<file path="config.mk">
export PLATFORM = sky130hd
export DESIGN_NAME = aesbme_key_expand
export DESIGN_NICKNAME = d
export VERILOG_FILES = /design/src/hdl/aesbme_pkg.sv /design/src/hdl/aesbme_key_expand.sv
export SDC_FILE = /design/constraint.sdc
export NUM_CORES = 2
export LEC_CHECK = 0
export ABC_AREA = 1
export BUFFER_PORTS_ARGS = -buffer_cell sky130_fd_sc_hd__buf_2
export CORE_ASPECT_RATIO = 1.4
export CORE_MARGIN = 3
export CORE_UTILIZATION = 39
export CTS_BUF_LIST = sky130_fd_sc_hd__clkbuf_16
export DETAILED_ROUTE_END_ITERATION = 12
export PLACE_DENSITY = 0.65
export SLEW_MARGIN = 40
export SYNTH_ARGS = -nofsm -noshare
export SYNTH_HDL_FRONTEND = slang
export SYNTH_SLANG_ARGS = --single-unit
</file>
<file path="constraint.sdc">
create_clock -name clk -period 8.5 [get_ports clk]
set_input_delay 0 -clock clk [delete_from_list [all_inputs] [get_ports clk]]
set_output_delay 0 -clock clk [all_outputs]
set_load 0.01 [all_outputs]
</file>
<file path="src/hdl/aesbme_pkg.sv">
// ----------------------------------------------------------------------------
// aesbme_pkg
// Shared types, register and mode codes, S-box tables and AES round helpers.
// ----------------------------------------------------------------------------
package aesbme_pkg;

  localparam logic [2:0] REG_KEY_HIGH   = 3'd0;
  localparam logic [2:0] REG_KEY_LOW    = 3'd1;
  localparam logic [2:0] REG_IV_HIGH    = 3'd2;
  localparam logic [2:0] REG_IV_LOW     = 3'd3;
  localparam logic [2:0] REG_MODE       = 3'd4;
  localparam logic [2:0] REG_WORD_ORDER = 3'd5;
  localparam logic [2:0] REG_BYTE_SWAP  = 3'd6;
  localparam logic [2:0] REG_COUNT      = 3'd7;

  localparam logic [2:0] MODE_PASS    = 3'd0;
  localparam logic [2:0] MODE_CTR     = 3'd1;
  localparam logic [2:0] MODE_CBC_DEC = 3'd2;
  localparam logic [2:0] MODE_CBC_ENC = 3'd3;
  localparam logic [2:0] MODE_ECB_DEC = 3'd4;
  localparam logic [2:0] MODE_ECB_ENC = 3'd5;

  localparam logic [3:0] LAST_ROUND = 4'd10;

  typedef struct packed {
    logic [31:0] in_word_0;
    logic [31:0] in_word_1;
    logic [31:0] in_word_2;
    logic [31:0] in_word_3;
    logic        begin_run;
  } in_beat_t;

  typedef struct packed {
    logic [31:0] out_word_0;
    logic [31:0] out_word_1;
    logic [31:0] out_word_2;
    logic [31:0] out_word_3;
    logic        last_block;
  } out_beat_t;

  // round key RAM write port, one 128-bit row per round
  typedef struct packed {
    logic         en;
    logic [3:0]   row;
    logic [127:0] data;
  } rk_wr_t;

  localparam logic [0:255][7:0] SBOX = {
    8'h63,8'h7c,8'h77,8'h7b,8'hf2,8'h6b,8'h6f,8'hc5,8'h30,8'h01,8'h67,8'h2b,8'hfe,8'hd7,8'hab,8'h76,
    8'hca,8'h82,8'hc9,8'h7d,8'hfa,8'h59,8'h47,8'hf0,8'had,8'hd4,8'ha2,8'haf,8'h9c,8'ha4,8'h72,8'hc0,
    8'hb7,8'hfd,8'h93,8'h26,8'h36,8'h3f,8'hf7,8'hcc,8'h34,8'ha5,8'he5,8'hf1,8'h71,8'hd8,8'h31,8'h15,
    8'h04,8'hc7,8'h23,8'hc3,8'h18,8'h96,8'h05,8'h9a,8'h07,8'h12,8'h80,8'he2,8'heb,8'h27,8'hb2,8'h75,
    8'h09,8'h83,8'h2c,8'h1a,8'h1b,8'h6e,8'h5a,8'ha0,8'h52,8'h3b,8'hd6,8'hb3,8'h29,8'he3,8'h2f,8'h84,
    8'h53,8'hd1,8'h00,8'hed,8'h20,8'hfc,8'hb1,8'h5b,8'h6a,8'hcb,8'hbe,8'h39,8'h4a,8'h4c,8'h58,8'hcf,
    8'hd0,8'hef,8'haa,8'hfb,8'h43,8'h4d,8'h33,8'h85,8'h45,8'hf9,8'h02,8'h7f,8'h50,8'h3c,8'h9f,8'ha8,
    8'h51,8'ha3,8'h40,8'h8f,8'h92,8'h9d,8'h38,8'hf5,8'hbc,8'hb6,8'hda,8'h21,8'h10,8'hff,8'hf3,8'hd2,
    8'hcd,8'h0c,8'h13,8'hec,8'h5f,8'h97,8'h44,8'h17,8'hc4,8'ha7,8'h7e,8'h3d,8'h64,8'h5d,8'h19,8'h73,
    8'h60,8'h81,8'h4f,8'hdc,8'h22,8'h2a,8'h90,8'h88,8'h46,8'hee,8'hb8,8'h14,8'hde,8'h5e,8'h0b,8'hdb,
    8'he0,8'h32,8'h3a,8'h0a,8'h49,8'h06,8'h24,8'h5c,8'hc2,8'hd3,8'hac,8'h62,8'h91,8'h95,8'he4,8'h79,
    8'he7,8'hc8,8'h37,8'h6d,8'h8d,8'hd5,8'h4e,8'ha9,8'h6c,8'h56,8'hf4,8'hea,8'h65,8'h7a,8'hae,8'h08,
    8'hba,8'h78,8'h25,8'h2e,8'h1c,8'ha6,8'hb4,8'hc6,8'he8,8'hdd,8'h74,8'h1f,8'h4b,8'hbd,8'h8b,8'h8a,
    8'h70,8'h3e,8'hb5,8'h66,8'h48,8'h03,8'hf6,8'h0e,8'h61,8'h35,8'h57,8'hb9,8'h86,8'hc1,8'h1d,8'h9e,
    8'he1,8'hf8,8'h98,8'h11,8'h69,8'hd9,8'h8e,8'h94,8'h9b,8'h1e,8'h87,8'he9,8'hce,8'h55,8'h28,8'hdf,
    8'h8c,8'ha1,8'h89,8'h0d,8'hbf,8'he6,8'h42,8'h68,8'h41,8'h99,8'h2d,8'h0f,8'hb0,8'h54,8'hbb,8'h16
  };

  localparam logic [0:255][7:0] INV_SBOX = {
    8'h52,8'h09,8'h6a,8'hd5,8'h30,8'h36,8'ha5,8'h38,8'hbf,8'h40,8'ha3,8'h9e,8'h81,8'hf3,8'hd7,8'hfb,
    8'h7c,8'he3,8'h39,8'h82,8'h9b,8'h2f,8'hff,8'h87,8'h34,8'h8e,8'h43,8'h44,8'hc4,8'hde,8'he9,8'hcb,
    8'h54,8'h7b,8'h94,8'h32,8'ha6,8'hc2,8'h23,8'h3d,8'hee,8'h4c,8'h95,8'h0b,8'h42,8'hfa,8'hc3,8'h4e,
    8'h08,8'h2e,8'ha1,8'h66,8'h28,8'hd9,8'h24,8'hb2,8'h76,8'h5b,8'ha2,8'h49,8'h6d,8'h8b,8'hd1,8'h25,
    8'h72,8'hf8,8'hf6,8'h64,8'h86,8'h68,8'h98,8'h16,8'hd4,8'ha4,8'h5c,8'hcc,8'h5d,8'h65,8'hb6,8'h92,
    8'h6c,8'h70,8'h48,8'h50,8'hfd,8'hed,8'hb9,8'hda,8'h5e,8'h15,8'h46,8'h57,8'ha7,8'h8d,8'h9d,8'h84,
    8'h90,8'hd8,8'hab,8'h00,8'h8c,8'hbc,8'hd3,8'h0a,8'hf7,8'he4,8'h58,8'h05,8'hb8,8'hb3,8'h45,8'h06,
    8'hd0,8'h2c,8'h1e,8'h8f,8'hca,8'h3f,8'h0f,8'h02,8'hc1,8'haf,8'hbd,8'h03,8'h01,8'h13,8'h8a,8'h6b,
    8'h3a,8'h91,8'h11,8'h41,8'h4f,8'h67,8'hdc,8'hea,8'h97,8'hf2,8'hcf,8'hce,8'hf0,8'hb4,8'he6,8'h73,
    8'h96,8'hac,8'h74,8'h22,8'he7,8'had,8'h35,8'h85,8'he2,8'hf9,8'h37,8'he8,8'h1c,8'h75,8'hdf,8'h6e,
    8'h47,8'hf1,8'h1a,8'h71,8'h1d,8'h29,8'hc5,8'h89,8'h6f,8'hb7,8'h62,8'h0e,8'haa,8'h18,8'hbe,8'h1b,
    8'hfc,8'h56,8'h3e,8'h4b,8'hc6,8'hd2,8'h79,8'h20,8'h9a,8'hdb,8'hc0,8'hfe,8'h78,8'hcd,8'h5a,8'hf4,
    8'h1f,8'hdd,8'ha8,8'h33,8'h88,8'h07,8'hc7,8'h31,8'hb1,8'h12,8'h10,8'h59,8'h27,8'h80,8'hec,8'h5f,
    8'h60,8'h51,8'h7f,8'ha9,8'h19,8'hb5,8'h4a,8'h0d,8'h2d,8'he5,8'h7a,8'h9f,8'h93,8'hc9,8'h9c,8'hef,
    8'ha0,8'he0,8'h3b,8'h4d,8'hae,8'h2a,8'hf5,8'hb0,8'hc8,8'heb,8'hbb,8'h3c,8'h83,8'h53,8'h99,8'h61,
    8'h17,8'h2b,8'h04,8'h7e,8'hba,8'h77,8'hd6,8'h26,8'he1,8'h69,8'h14,8'h63,8'h55,8'h21,8'h0c,8'h7d
  };

  function automatic logic [7:0] xt(input logic [7:0] b);
    return {b[6:0], 1'b0} ^ (b[7] ? 8'h1b : 8'h00);
  endfunction

  // multiply by a small constant in GF(2^8)
  function automatic logic [7:0] gm(input logic [7:0] a, input logic [3:0] c);
    logic [7:0] a2, a4, a8;
    a2 = xt(a);
    a4 = xt(a2);
    a8 = xt(a4);
    return (c[0] ? a : 8'h00) ^ (c[1] ? a2 : 8'h00) ^ (c[2] ? a4 : 8'h00) ^
           (c[3] ? a8 : 8'h00);
  endfunction

  function automatic logic [31:0] mix_col(input logic [31:0] w, input logic inv);
    logic [7:0] a0, a1, a2, a3;
    a0 = w[31:24];
    a1 = w[23:16];
    a2 = w[15:8];
    a3 = w[7:0];
    if (inv) begin
      return {gm(a0,4'he) ^ gm(a1,4'hb) ^ gm(a2,4'hd) ^ gm(a3,4'h9),
              gm(a0,4'h9) ^ gm(a1,4'he) ^ gm(a2,4'hb) ^ gm(a3,4'hd),
              gm(a0,4'hd) ^ gm(a1,4'h9) ^ gm(a2,4'he) ^ gm(a3,4'hb),
              gm(a0,4'hb) ^ gm(a1,4'hd) ^ gm(a2,4'h9) ^ gm(a3,4'he)};
    end
    return {gm(a0,4'h2) ^ gm(a1,4'h3) ^ a2 ^ a3,
            a0 ^ gm(a1,4'h2) ^ gm(a2,4'h3) ^ a3,
            a0 ^ a1 ^ gm(a2,4'h2) ^ gm(a3,4'h3),
            gm(a0,4'h3) ^ a1 ^ a2 ^ gm(a3,4'h2)};
  endfunction

  function automatic logic [31:0] sub_word(input logic [31:0] w);
    return {SBOX[w[31:24]], SBOX[w[23:16]], SBOX[w[15:8]], SBOX[w[7:0]]};
  endfunction

  // one round without the key add; column 0 in the top word, row 0 in the top byte
  function automatic logic [127:0] aes_round(input logic [127:0] s, input logic inv,
                                             input logic last);
    logic [127:0] t;
    logic [7:0]   b;
    int           from;
    t = '0;
    for (int c = 0; c < 4; c++) begin
      for (int q = 0; q < 4; q++) begin
        from = inv ? ((c + 4 - q) & 3) : ((c + q) & 3);
        b = s[127 - 32*from - 8*q -: 8];
        t[127 - 32*c - 8*q -: 8] = inv ? INV_SBOX[b] : SBOX[b];
      end
    end
    if (!last) begin
      for (int c = 0; c < 4; c++) begin
        t[127 - 32*c -: 32] = mix_col(t[127 - 32*c -: 32], inv);
      end
    end
    return t;
  endfunction

  function automatic logic [31:0] bswap(input logic [31:0] v);
    return {v[7:0], v[15:8], v[23:16], v[31:24]};
  endfunction

  // port word order <-> cipher column order; the mapping is its own inverse
  function automatic logic [127:0] word_perm(input logic [127:0] v, input logic rev,
                                             input logic swap);
    logic [31:0] w0, w1, w2, w3;
    w0 = swap ? bswap(v[127:96]) : v[127:96];
    w1 = swap ? bswap(v[95:64])  : v[95:64];
    w2 = swap ? bswap(v[63:32])  : v[63:32];
    w3 = swap ? bswap(v[31:0])   : v[31:0];
    return rev ? {w0, w1, w2, w3} : {w3, w2, w1, w0};
  endfunction

endpackage

</file>
<file path="src/hdl/aesbme_key_expand.sv">
// ----------------------------------------------------------------------------
// aesbme_key_expand
// Expands the cipher key one round key per cycle into the round key RAM rows.
// ----------------------------------------------------------------------------
module aesbme_key_expand (
  input  logic                  clk,
  input  logic                  rst,
  input  logic                  start,
  input  logic                  inv,
  input  logic [127:0]          key,
  output aesbme_pkg::rk_wr_t    wr,
  output logic                  done
);

  logic         busy;
  logic         inv_q;
  logic [3:0]   idx;
  logic [7:0]   rcon;
  logic [127:0] cur;
  logic [127:0] cur_next;
  logic [31:0]  tw;
  logic [127:0] row_data;

  always_comb begin
    tw = aesbme_pkg::sub_word({cur[23:0], cur[31:24]}) ^ {rcon, 24'h0};
    cur_next[127:96] = cur[127:96] ^ tw;
    cur_next[95:64]  = cur[95:64]  ^ cur_next[127:96];
    cur_next[63:32]  = cur[63:32]  ^ cur_next[95:64];
    cur_next[31:0]   = cur[31:0]   ^ cur_next[63:32];
    row_data = cur;
    // equivalent inverse cipher: inner round keys go through InvMixColumns
    if (inv_q && idx != 4'd0 && idx != aesbme_pkg::LAST_ROUND) begin
      for (int c = 0; c < 4; c++) begin
        row_data[127 - 32*c -: 32] = aesbme_pkg::mix_col(cur[127 - 32*c -: 32], 1'b1);
      end
    end
  end

  assign wr.en   = busy;
  assign wr.row  = inv_q ? (aesbme_pkg::LAST_ROUND - idx) : idx;
  assign wr.data = row_data;
  assign done    = busy && idx == aesbme_pkg::LAST_ROUND;

  always_ff @(posedge clk) begin
    if (rst) begin
      busy <= 1'b0;
      idx  <= '0;
    end else if (start) begin
      busy  <= 1'b1;
      idx   <= '0;
      inv_q <= inv;
      cur   <= key;
      rcon  <= 8'h01;
    end else if (busy) begin
      cur  <= cur_next;
      rcon <= aesbme_pkg::xt(rcon);
      idx  <= idx + 4'd1;
      if (idx == aesbme_pkg::LAST_ROUND) begin
        busy <= 1'b0;
      end
    end
  end

endmodule

</file>
==> summary.md <==
| Metric | Value |
|---|---|
| CP endpoint kind | flop |
| Clock root buffer | clkbuf_16 |
| First-pass GRT wire length | 265600 um |
| Tcrit/Tclk final | 0.5420 |
| Required @ worst endpoint | 8720 ps |
| Final Wtd Congestion | 1.099 |
| Total die area | 0.08481 mm^2 |
| GRT Total Usage | 0.4374 |
| Levels on crit path | 19 |
| Post-synth ARST share | 0 |
| Top-area cell type share of the netlist area | 0.1879 |
| Yosys top cell by area | nand2_1 |
| Clock slew at reported path FFs | 70 ps |
| Actual slew at the worst max-slew pin | 990.6 ps |
| Leakage power | 0.01696 uW |
| Unique cell type count in the Yosys netlist | 48 |
| # IOs | 266 |
| Routed length per instance | 29.93 um |
| WS Path Type | flop to flop |
| Worst slew margin | 0.3326 |
| Most common cell after layout, fill and taps aside | nand2_1 |
| Placeable Area | 0.08049 mm^2 |
| Fin. Hold Viols | 0 |
| Cell Area, Synth | 0.03171 mm^2 |
| Site Rows | 123 |
| CTS H-Tree Depth | 4 |
| Die X | 247.0 um |
| # DRC | 0 |
| Clock buffer depth | 2 |
| Via count | 37970 |
| Clock sink count | 142 |
| WP data arrival | 4830 ps |
| Final setup fails | 0 |
| Max Freq | 0.2171 GHz |
| Clk Latency, worst-skew pair | 470 ps |
| Largest net degree at the start of global routing | 169 |
| Non-filler cells, final | 6350 |
| Vias in the first global route | 36460 |
| Port bufs | 265 |
| CTS tree | yes |
| CTS buffer count | 17 |
| Final HPWL DP | 146400 um |
| R2r worst-path depth | 19 |
| Global route overflow | 0 |
| Worst Setup Start Kind | flop |
| Post-Synthesis Cells | 5102 |
| Post-synth top flop | edfxtp_1 |
| Syn Area/Cell | 6.215 um^2 |
| Post-synthesis sequential area ratio | 0.1329 |
| Top cell by count, worst path | nand2_1 |
| Max incr delay on CP | 650 ps |
| Hold Path Class | input pin to flop |
| DR iter-0 viols | 5316 |
| EDFF count, synth | 137 |
| Fraction of layout cells with a size suffix above 1 | 0.09727 |
| Largest cells by area after synthesis | nand2_1 (19%), xor2_1 (17%), edfxtp_1 (13%) |
| Ys Warns | 0 |
| Most frequent cells in the layout | nand2_1 (1587), xor2_1 (618), nand3_1 (610) |
| Die Ht | 343.4 um |
| Slew Limit Fails | 0 |
| Max-Cap Viols | 0 |
| Drt total wl | 190100 um |
| Worst path bufs/invs | 2 |
| Drt first pass iters | 9 |
| Crit Path Max Fanout | 19 |
| Layout net count | 5466 |
| Power Density | 224.6 mW/mm^2 |
| Placed cells | 6195 |
| FF+latch count, synth | 142 |
| Tmin final | 4607 ps |
| Max Clock Skew | 23.31 ps |
| Hold depth | 3 |
| Syn Nets | 5297 |
| Area growth syn-to-layout | 10.92% |
| Cells along the critical path | buf_4 -> clkinv_1 -> ha_1 -> nor2_1 -> nand2_1 -> nand2_1 -> nand2_1 -> nand2_1 -> nor2_1 -> nand2_1 -> nand3_1 -> nand2_1 -> nand2_1 -> nand2_1 -> nand2_1 -> nand3_1 -> nand3_1 -> nand3_1 -> nand2_1 |
| Via density | 5.979 |
| Initial antenna violation count | 11 |
| Setup TNS | 0 ps |
| Kind of cell adding the most delay to the critical path | simple AND/OR/NAND/NOR gates |
| DRT antenna net count | 0 |
| RSZ-0062 raised after global routing | false |
| Outcome | finished, final reports clean |
| Starting density of the core | 0.3939 |
| Worst vdd ir | 322.2 uV |
| Slowest CP cell | ha_1 |
==> where the power goes <==
part / total, uW / switching, uW / internal [uW] / leakage, uW
combinational: 6060 / 4000 / 2060 / 0.0153
clock: 777 / 370 / 407 / 0.000284
sequential: 1060 / 195 / 868 / 0.00134
==> worst min-delay path: stages <==
cell and delay (ps):
buf_2 80, nor2_1 100, a31oi_1 170
==> timing repair <==
item                                   CTS  global route
gates resized for setup                  0             0
endpoints found under the hold margin  119             0
buffers inserted                         0             0
hold buffers                           115             0
==> Yosys cell counts (5+ instances only) <==
cell type and n:
xnor2_4 18, nand2_2 21, buf_4 52, o21a_1 5
nand2_1 1587, o211ai_1 38, nor2_1 370, inv_1 267
a21oi_1 105, xor2_2 22, nor2_2 14, clkinv_1 6
o21ai_0 321, dfxtp_1 5, xor2_1 620, buf_6 14
nand3b_1 7, clkbuf_1 98, xnor2_2 18, nand3_1 611
o22ai_1 16, o21ai_1 23, a31oi_1 77, or2_2 9
nor3_1 12, buf_1 11, edfxtp_1 137, ha_1 63
xnor2_1 338, buf_2 122, nand4_1 42, inv_2 20
==> per-stage QoR <==
stage          setup WS (ps)  hold WS, ps  total power (uW)  area [um^2]    util
6_report                3893        26.39              7899        35170  0.4369
5_1_grt                 3576        24.41              8283        35160  0.4368
3_3_place_gp            3817        178.3              6808        33330  0.4141
2_1_floorplan          757.7        98.87              5014        31710       -
4_1_cts                 4107        1.926              7605        35050  0.4355
3_5_place_dp            4135        179.3              6785        33340  0.4142
==> final cells by class <==
cell class	instances	area (um^2)
inverter	296	1134
clock buffer	17	425.4
timing repair buffer	450	3047
fill	8712	45320
antenna	4	10.01
clock inverter	15	137.6
tap	1062	1329
sequential	142	4214
multi-input combinational	4364	24870
==> flip-flops by register name, indices dropped and copies added, names as in the netlist <==
| name | cells |
|---|---|
| cur | 128 |
| rcon | 8 |
| idx | 4 |
| busy | 1 |
| inv_q | 1 |
==> worst paths after layout <==
path	start	end	slack (ps)
max	cur[17]	cur[24]	3890
min	key[67]	cur[67]	30
min reg2reg	idx[3]	idx[3]	540
max reg2reg	cur[17]	cur[24]	3890
==> cell families (layout without fill, tap and decap cells) <==
| group | Yosys count | in the layout | synth area share |
|---|---|---|---|
| other | 0 | 4 | 0 |
| buffers and inverters | 596 | 778 | 0.08528 |
| XOR/XNOR | 1018 | 1018 | 0.3025 |
| AND/OR/NAND/NOR | 2687 | 2687 | 0.3523 |
| adder cells (fa/ha/maj) | 63 | 63 | 0.02486 |
| flip-flops | 142 | 142 | 0.1329 |
| AO/OA/AOI/OAI | 596 | 596 | 0.1022 |
==> per-layer routing <==
metal | part of all wire | track usage
met1 | 0.34 | 0.4775
met4 | 0.11 | 0.3849
met5 | 0.00016 | 0.0005767
met2 | 0.45 | 0.6999
met3 | 0.10 | 0.1131
Power figures use the tool's default switching activity.
